==> config.mk <==
export PLATFORM = sky130hd
export DESIGN_NAME = acl_div
export DESIGN_NICKNAME = d
export VERILOG_FILES = /design/src/acl_pkg.sv /design/src/acl_div.sv
export SDC_FILE = /design/constraint.sdc
export NUM_CORES = 1
export LEC_CHECK = 0
export BUFFER_PORTS_ARGS = -buffer_cell sky130_fd_sc_hd__buf_4
export CORE_UTILIZATION = 30
export CTS_CLUSTER_DIAMETER = 80
export DETAILED_ROUTE_END_ITERATION = 8
export HOLD_SLACK_MARGIN = 0.15
export SLEW_MARGIN = 5
export SYNTH_ARGS = -nofsm -noshare
export SYNTH_HDL_FRONTEND = slang
export SYNTH_SLANG_ARGS = --single-unit
export TNS_END_PERCENT = 1
==> constraint.sdc <==
create_clock -name clk_i -period 3.5 [get_ports clk_i]
set_clock_uncertainty 0.2 [all_clocks]
set_input_delay 0 -clock clk_i [delete_from_list [all_inputs] [get_ports clk_i]]
set_output_delay 0 -clock clk_i [all_outputs]
set_load 0.01 [all_outputs]
==> src/acl_pkg.sv <==
`default_nettype none
// ----------------------------------------------------------------------------
// acl_pkg
// Shared types, sizes and the calibration point position table for the
// ADC calibration table builder.
// ----------------------------------------------------------------------------
package acl_pkg;

  localparam int LUT_ENTRIES = 4096;
  localparam int CAL_POINTS  = 255;
  localparam int ADC_WIDTH   = 12;

  // fixed field widths
  localparam int CMD_W  = 2;
  localparam int CODE_W = 8;
  localparam int SMP_W  = 12;
  localparam int IDX_W  = 12;
  localparam int VAL_W  = 20;
  localparam int SUM_W  = 20;
  localparam int SPP_W  = 8;
  localparam int FRAC_W = 8;

  // derived sizes
  localparam int POS_W     = $clog2(LUT_ENTRIES);
  localparam int K_W       = $clog2(CAL_POINTS + 1);
  localparam int AW        = $clog2(CAL_POINTS);
  localparam int SPAN_W    = $clog2((LUT_ENTRIES - 1) / CAL_POINTS + 2) + 1;
  localparam int PROD_W    = SUM_W + SPAN_W;
  localparam int NUM_W     = PROD_W + 1 + FRAC_W;
  localparam int DEN_W     = SPP_W + SPAN_W;
  localparam int EST_SHIFT = $clog2((LUT_ENTRIES - 1) / CAL_POINTS + 1) - 1;

  localparam logic [SUM_W-1:0] SUM_MAX  = {SUM_W{1'b1}};
  localparam logic [SMP_W-1:0] ADC_MASK = SMP_W'((64'd1 << ADC_WIDTH) - 64'd1);
  localparam logic [SPP_W-1:0] SPP_RESET = SPP_W'(128);

  typedef enum logic [CMD_W-1:0] {
    CMD_CLEAR = 2'd0,
    CMD_ACCUM = 2'd1,
    CMD_READ  = 2'd2
  } cmd_e;

  typedef struct packed {
    logic [CMD_W-1:0]  command;
    logic [CODE_W-1:0] dac_code;
    logic [SMP_W-1:0]  adc_sample;
    logic [IDX_W-1:0]  read_index;
  } in_item_t;

  typedef struct packed {
    logic [VAL_W-1:0] lut_value;
    logic [IDX_W-1:0] echo_index;
  } out_item_t;

  typedef struct packed {
    logic             start;
    logic [NUM_W-1:0] num;
    logic [DEN_W-1:0] den;
  } div_req_t;

  typedef struct packed {
    logic             done;
    logic [VAL_W-1:0] quot;
  } div_rsp_t;

  typedef logic [(2**K_W)-1:0][POS_W-1:0] pos_tbl_t;

  // table position of each calibration point, round(k*(entries-1)/points)
  function automatic pos_tbl_t build_pos();
    pos_tbl_t t;
    t = '0;
    for (int k = 0; k <= CAL_POINTS; k++) begin
      t[k] = POS_W'((2 * k * (LUT_ENTRIES - 1) + CAL_POINTS) / (2 * CAL_POINTS));
    end
    return t;
  endfunction

  localparam pos_tbl_t POS_TBL = build_pos();

endpackage
`default_nettype wire

==> src/acl_div.sv <==
`default_nettype none
// ----------------------------------------------------------------------------
// acl_div
// Bit-serial restoring divider, one quotient bit per cycle, with the
// quotient saturated to all ones when it would not fit.
// ----------------------------------------------------------------------------
module acl_div
  import acl_pkg::*;
(
  input  wire logic     clk_i,
  input  wire logic     rst_ni,
  input  wire div_req_t req_i,
  output div_rsp_t      rsp_o
);

  localparam int W     = (NUM_W > DEN_W + VAL_W) ? NUM_W : DEN_W + VAL_W;
  localparam int CNT_W = $clog2(VAL_W);

  logic             busy_q, busy_d;
  logic             done_q, done_d;
  logic [CNT_W-1:0] cnt_q, cnt_d;
  logic [W-1:0]     rem_q, rem_d;
  logic [W-1:0]     dsh_q, dsh_d;
  logic [VAL_W-1:0] quot_q, quot_d;

  logic [W-1:0] lim;
  logic         sat;
  logic         ge;

  assign lim = W'(req_i.den) << VAL_W;
  assign sat = W'(req_i.num) >= lim;
  assign ge  = rem_q >= dsh_q;

  always_comb begin
    busy_d = busy_q;
    done_d = 1'b0;
    cnt_d  = cnt_q;
    rem_d  = rem_q;
    dsh_d  = dsh_q;
    quot_d = quot_q;
    if (req_i.start) begin
      if (sat) begin
        quot_d = '1;
        done_d = 1'b1;
      end else begin
        busy_d = 1'b1;
        rem_d  = W'(req_i.num);
        dsh_d  = W'(req_i.den) << (VAL_W - 1);
        cnt_d  = CNT_W'(VAL_W - 1);
      end
    end else if (busy_q) begin
      if (ge) begin
        rem_d = rem_q - dsh_q;
      end
      quot_d = {quot_q[VAL_W-2:0], ge};
      dsh_d  = dsh_q >> 1;
      if (cnt_q == '0) begin
        busy_d = 1'b0;
        done_d = 1'b1;
      end else begin
        cnt_d = cnt_q - 1'b1;
      end
    end
  end

  always_ff @(posedge clk_i or negedge rst_ni) begin
    if (!rst_ni) begin
      busy_q <= 1'b0;
      done_q <= 1'b0;
      cnt_q  <= '0;
    end else begin
      busy_q <= busy_d;
      done_q <= done_d;
      cnt_q  <= cnt_d;
    end
  end

  always_ff @(posedge clk_i) begin
    rem_q  <= rem_d;
    dsh_q  <= dsh_d;
    quot_q <= quot_d;
  end

  assign rsp_o.done = done_q;
  assign rsp_o.quot = quot_q;

endmodule
`default_nettype wire

======== Word-level counts from Yosys, hierarchy flattened ========
Index checks and enable logic that the tools add are counted.
Widths: inputs -> output; s select.
cells by class
  equality and inequality tests ........... 3
  reductions and logical operators ........ 7
  $add $sub $neg .......................... 2
  multiplexer cells ....................... 22
  magnitude comparators ................... 2
operators by type and width
  operator             count
  $mux 35              7
  $mux 20              3
  $ge 35x34->1         1
  $ge 35x35->1         1
  $sub 35x35->35       1
  $mux 5               4
  $mux 1               8
  $reduce_and 3->1     2
  $logic_not 5->1      1
  $sub 5x1->5 const B  1
  $ne 2x2->1 const B   2
  $reduce_and 2->1     2
  $reduce_bool 2->1    2
  $ne 2x1->1 const B   1
storage, ports and cells
  bits in registers ....................... 97
  input port bits ......................... 52
  word-level logic and storage cells ...... 42

======== Logic depth before layout (Yosys ltp) ========
  depth in word-level cells ............... 4
  mapped depth ............................ 12
  depth with buffers taken out ............ 11

======== Worst setup path before layout ========
Ideal clock, no wire load.
  path type ............................... register to register
  start point ............................. reg rem_q[14]
  end point ............................... reg rem_q[0] (enable)
  arrival ................................. 3.214 ns
  period minus slack after synthesis ...... 3.819 ns
  setup slack ............................. -0.319 ns
  cell stages (with the launch flop) ...... 10
  path buffers ............................ 0
  path through ............................ edfxtp_1 > ha_1 > nand2_1 > or4_1 > a211o_1 > nand3_2 > o2111ai_4 > a21oi_4 > o21ai_1 > a22oi_2
on the way
  longest elaborated chain between the ends .. 3
ends and longest elaborated chain
  item                                line           RTL
  from (decl)                         acl_div.sv:22  logic [W-1:0] rem_q, rem_d;
  from (signal assigned)              acl_div.sv:79  rem_q <= rem_d;
  $ge 35x35->1                        acl_div.sv:32  assign ge = rem_q >= dsh_q;
  $reduce_bool 2->1 (no source line)  -
  $reduce_and 3->1 (no source line)   -
Every way passes these cells.
A chain may end at the register's enable or synchronous reset.

======== Worst setup path in the final report ========
  start point ............................. reg rem_q[15]
  end point ............................... reg rem_q[8] (enable)
Same word-level chain as after synthesis.

==> results by stage <==
Status:
- The flow ran to the end, and the final reports show no timing, DRC or antenna violations.

Setup path:
- STA classifies the critical path endpoint as a flop.
- STA classifies the critical path startpoint as a flop.
- The data arrival time of the worst path is 3160 ps.
- In this run the critical register-to-register path is captured at rem_q[8]$_DFFE_PP_.
- The worst reg-to-reg path cell count is 11.
- Along the worst path, the maximum fanout reaches 25.
- The worst register-to-register path has a setup slack of 190 ps.
- The data required time of the worst path is 3350 ps.
- The critical path class is flop to flop.
- The source of the worst register-to-register timing path is rem_q[15]$_DFFE_PP_.

Layout:
- The share of the core filled with cells is 0.395.
- In the layout the commonest cells are sky130_fd_sc_hd__buf_4 (90), sky130_fd_sc_hd__nand2_1 (88), sky130_fd_sc_hd__edfxtp_1 (88), sky130_fd_sc_hd__inv_1 (57), sky130_fd_sc_hd__dlygate4sd3_1 (54).
- Of the cells placed in the final design, the portion with a size suffix greater than 1 is 0.189.
- The number of antenna diodes is 0.
- After filler insertion, the fill cell instance count of the layout stands at 2044.
- The library cell used most frequently in the layout, excluding fill and tap cells, is sky130_fd_sc_hd__buf_4.
- For this run, the post-layout net count is 891.
- The layout overhead on the synthesized area is 28.3%.

Synthesis:
- For this run, the number of Yosys warnings is 0.
- The mean instance size in the synthesized netlist is 9.49 um2.
- The number of nets in the synthesized netlist is 762.
- In this run the cell area of the synthesized design comes to 6260 um2.
- The prevailing post-synth register cell is sky130_fd_sc_hd__edfxtp_1.
- The number of flops mapped to enable cells by yosys is 88.
- The count of mapped cells out of synthesis is 660.
- For this run, asynchronously set or reset flops after synthesis account for 0.0737.
- The register bit count reported by yosys is 95.
- The proportion of synthesized chip area in sequential cells is 0.450.
- After synthesis, the netlist uses 72 different library cells.

Timing:
- The clock period could shrink to 3310 ps.
- Adding up every negative setup slack in the final design gives 0 ps.
- Dividing the final minimum period by the clock period gives 0.944.
- The number of failing setup endpoints in the final timing report is 0.
- Timing would allow up to 303 MHz.
- Setup repair after global routing left no endpoint under its margin.
- The actual transition at the worst max-transition pin is 997 ps.
- The number of max-slew violations in the final report was 0.
- The number of failing hold endpoints at the final stage came to 0.
- Across all hold checks on the routed design, the worst slack comes to 275 ps.
- The worst max-slew margin expressed relative to the limit is 0.335.

Power and ir drop:
- Summed over all cells, the static leakage comes to 3.25 nW.
- The worst vdd rail ir drop is 0.277 mV.
- The switching part of the total power is 0.388.
- The internal portion of the total power is 3.40 mW.
- The combinational share of power is 0.495.
- Summed over all nets, the switching power comes to 2.16 mW.
- Of the total power, registers draw 0.314.
- Power spread over the standard cell area amounts to 692 nW/um2.
- Overall power consumption after layout is estimated at 5.56 mW.
- The clock network fraction of total power is 0.191.

Detailed routing:
- The total routed wirelength is 15100 um.
- The final routed DRC violation total is 0.
- In the final routed layout, each cell accounts on average for 14.2 um.
- In the routed layout, each cell is associated on average with a via count of 4.84.
- The via total after detailed routing is 5148.
- The DRC marker count from the first detailed-route iteration is 258.
- The first-pass detailed-route iteration total is 4.
- The final antenna-violating net count is 0.

Floorplanning:
- The core region is 20400 um2.
- For this configuration, the core starts out at a cell density of 0.308.
- The horizontal extent of the die is 146 um.
- Measured along the y axis, the die boundary spans 146 um.
- The die covers 21500 um2.
- The initialized floorplan defines 52 standard-cell rows.
- The number of top-level pins is 73.

Global routing:
- The initial antenna violation count is 0.
- The number of global-route vias before repair is 5077.
- Summed over all layers, the global routing overflow is 0.
- Entering global routing, the biggest net connects 111 pins.
- The first global-routing pass estimated 25200 um of wire.
- In the global route stage, overall resource usage came out at 0.148.

Clocking:
- CTS placed an instance of sky130_fd_sc_hd__clkbuf_16 at the clock tree root.
- The clock transition at the register clock pins on the worst setup and hold paths after CTS is 70 ps.
- The deepest level of the CTS H-tree is 3.
- The clock sink total is 95.
- The clock passes through at most 2 buffers.
- The TritonCTS buffer count is 9.
- The clock tree from TritonCTS is yes.
- For the worst-skew pair, the clock arrives at the later sink with an insertion delay of 350 ps.

Placed design:
- The wire-length estimate of the detail-placed layout is 11000 um.
- During placement, the flow inserted port buffers numbering 72.
- The routability congestion estimate from global placement is 0.816.

Run:
- The number of violations of the max-capacitance limit is 0.

Worst hold path:
- The hold path startpoint is req_i[5].
- The worst hold path belongs to the class input pin to flop.
- The number of instances on the worst hold path is 4.
- The endpoint of the worst hold-timing path is dsh_q[24]$_DFFE_PP_.
==> power groups by stage <==
stage | clock (mW) | combinational [mW] | sequential, mW
6_report | 1.06 | 2.75 | 1.75
3_3_place_gp | 0 | 2.66 | 1.75
5_1_grt | 1.13 | 3.11 | 1.78
3_5_place_dp | 0 | 2.66 | 1.77
4_1_cts | 1.09 | 2.74 | 1.75
2_1_floorplan | 0 | 2.04 | 1.74
==> worst max path at each step <==
stage,from,cells after the start,end,slack [ps]
3_5_place_dp,rem_q[14]$_DFFE_PP_,10,rem_q[11]$_DFFE_PP_,100
5_1_grt,rem_q[15]$_DFFE_PP_,11,rem_q[8]$_DFFE_PP_,10
2_1_floorplan,rem_q[14]$_DFFE_PP_,9,rem_q[0]$_DFFE_PP_,-320
3_3_place_gp,rem_q[14]$_DFFE_PP_,10,rem_q[9]$_DFFE_PP_,210
6_report,rem_q[15]$_DFFE_PP_,11,rem_q[8]$_DFFE_PP_,190
4_1_cts,rem_q[14]$_DFFE_PP_,10,rem_q[8]$_DFFE_PP_,90
==> cell type report <==
cell class              instances  area [um2]  share of cell area
multi-input cells             479        3090               0.385
flip-flops and latches         95        2820               0.351
repair buffers                146        1260               0.156
well taps                     270         338              0.0420
clock buffers                  10         229              0.0285
inverters                      58         218              0.0271
clock inverters                 6        85.1              0.0106
==> cells by family after synthesis <==
kind of cell / synth area share
flops: 0.450
fa+ha+maj: 0.101
simple gates: 0.181
buf+inv: 0.0581
xor+xnor: 0.0336
compound gates: 0.176
==> per-layer routing <==
layer  GRT usage  wire length [um]  vias up
li1            -                 -     2634
met1       0.195              7210     2436
met2       0.249              7290       66
met3      0.0250               463       12
met4      0.0385               155        0
met5           0                 0        -
==> state kept, by name, summed over array words and instances, names as in the netlist <==
signal,flops
dsh_q,33
busy_q,1
rem_q,35
cnt_q,5
done_q,1
quot_q,20
==> worst max-delay path: stages, from the launching register on <==
cell and delay (ps):
sky130_fd_sc_hd__edfxtp_1 370, sky130_fd_sc_hd__ha_1 360, sky130_fd_sc_hd__nand2_1 100, sky130_fd_sc_hd__or4_1 550, sky130_fd_sc_hd__a211o_1 260, sky130_fd_sc_hd__nand3_2 160
sky130_fd_sc_hd__o2111ai_4 160, sky130_fd_sc_hd__a21oi_4 160, sky130_fd_sc_hd__o21ai_1 110, sky130_fd_sc_hd__a22oi_2 190, sky130_fd_sc_hd__buf_4 170, sky130_fd_sc_hd__buf_12 200
==> per-stage QoR <==
stage | setup WS (ps) | std cells | cell area, um2
after floorplan | -319 | 660 | 6260
after global placement | 210 | 993 | 7160
after detailed placement | 105 | 993 | 7160
after CTS | 85.3 | 1063 | 8020
after global routing | 10.3 | 1064 | 8040
final | 195 | 1064 | 8040
==> repair_timing <==
| item | CTS | global route |
|---|---|---|
| hold endpoints to repair | 92 | 0 |
| setup endpoints to repair | 0 | 32 |
| resized for setup | 0 | 1 |
| hold buffers | 54 | 0 |
| buffers inserted | 0 | 1 |
==> cell usage after synthesis (3+ instances only) <==
library cell / count / area share
sky130_fd_sc_hd__nand4_1: 10 / 0.010
sky130_fd_sc_hd__dfrtp_1: 7 / 0.028
sky130_fd_sc_hd__xnor2_1: 10 / 0.014
sky130_fd_sc_hd__nand2_1: 88 / 0.053
sky130_fd_sc_hd__o21bai_1: 3 / 0.0036
sky130_fd_sc_hd__ha_1: 49 / 0.098
sky130_fd_sc_hd__or2_2: 19 / 0.019
sky130_fd_sc_hd__nor3b_1: 4 / 0.0048
sky130_fd_sc_hd__clkbuf_1: 20 / 0.012
sky130_fd_sc_hd__nand3_1: 18 / 0.014
sky130_fd_sc_hd__nor4_1: 8 / 0.0080
sky130_fd_sc_hd__nor2_1: 49 / 0.029
sky130_fd_sc_hd__edfxtp_1: 88 / 0.42
sky130_fd_sc_hd__a21o_1: 10 / 0.012
sky130_fd_sc_hd__o21a_1: 6 / 0.0072
sky130_fd_sc_hd__o2111ai_1: 5 / 0.0070
sky130_fd_sc_hd__o21ai_0: 50 / 0.040
sky130_fd_sc_hd__a21oi_1: 44 / 0.035
sky130_fd_sc_hd__o21ai_1: 6 / 0.0048
sky130_fd_sc_hd__a211oi_1: 5 / 0.0060
sky130_fd_sc_hd__a31o_2: 3 / 0.0042
sky130_fd_sc_hd__inv_1: 57 / 0.034
sky130_fd_sc_hd__and2_1: 4 / 0.0040
sky130_fd_sc_hd__a31oi_1: 5 / 0.0050
sky130_fd_sc_hd__nor3_1: 15 / 0.012
sky130_fd_sc_hd__xor2_1: 14 / 0.020
sky130_fd_sc_hd__nand2b_1: 5 / 0.0050
Power figures use the tool's default switching activity.
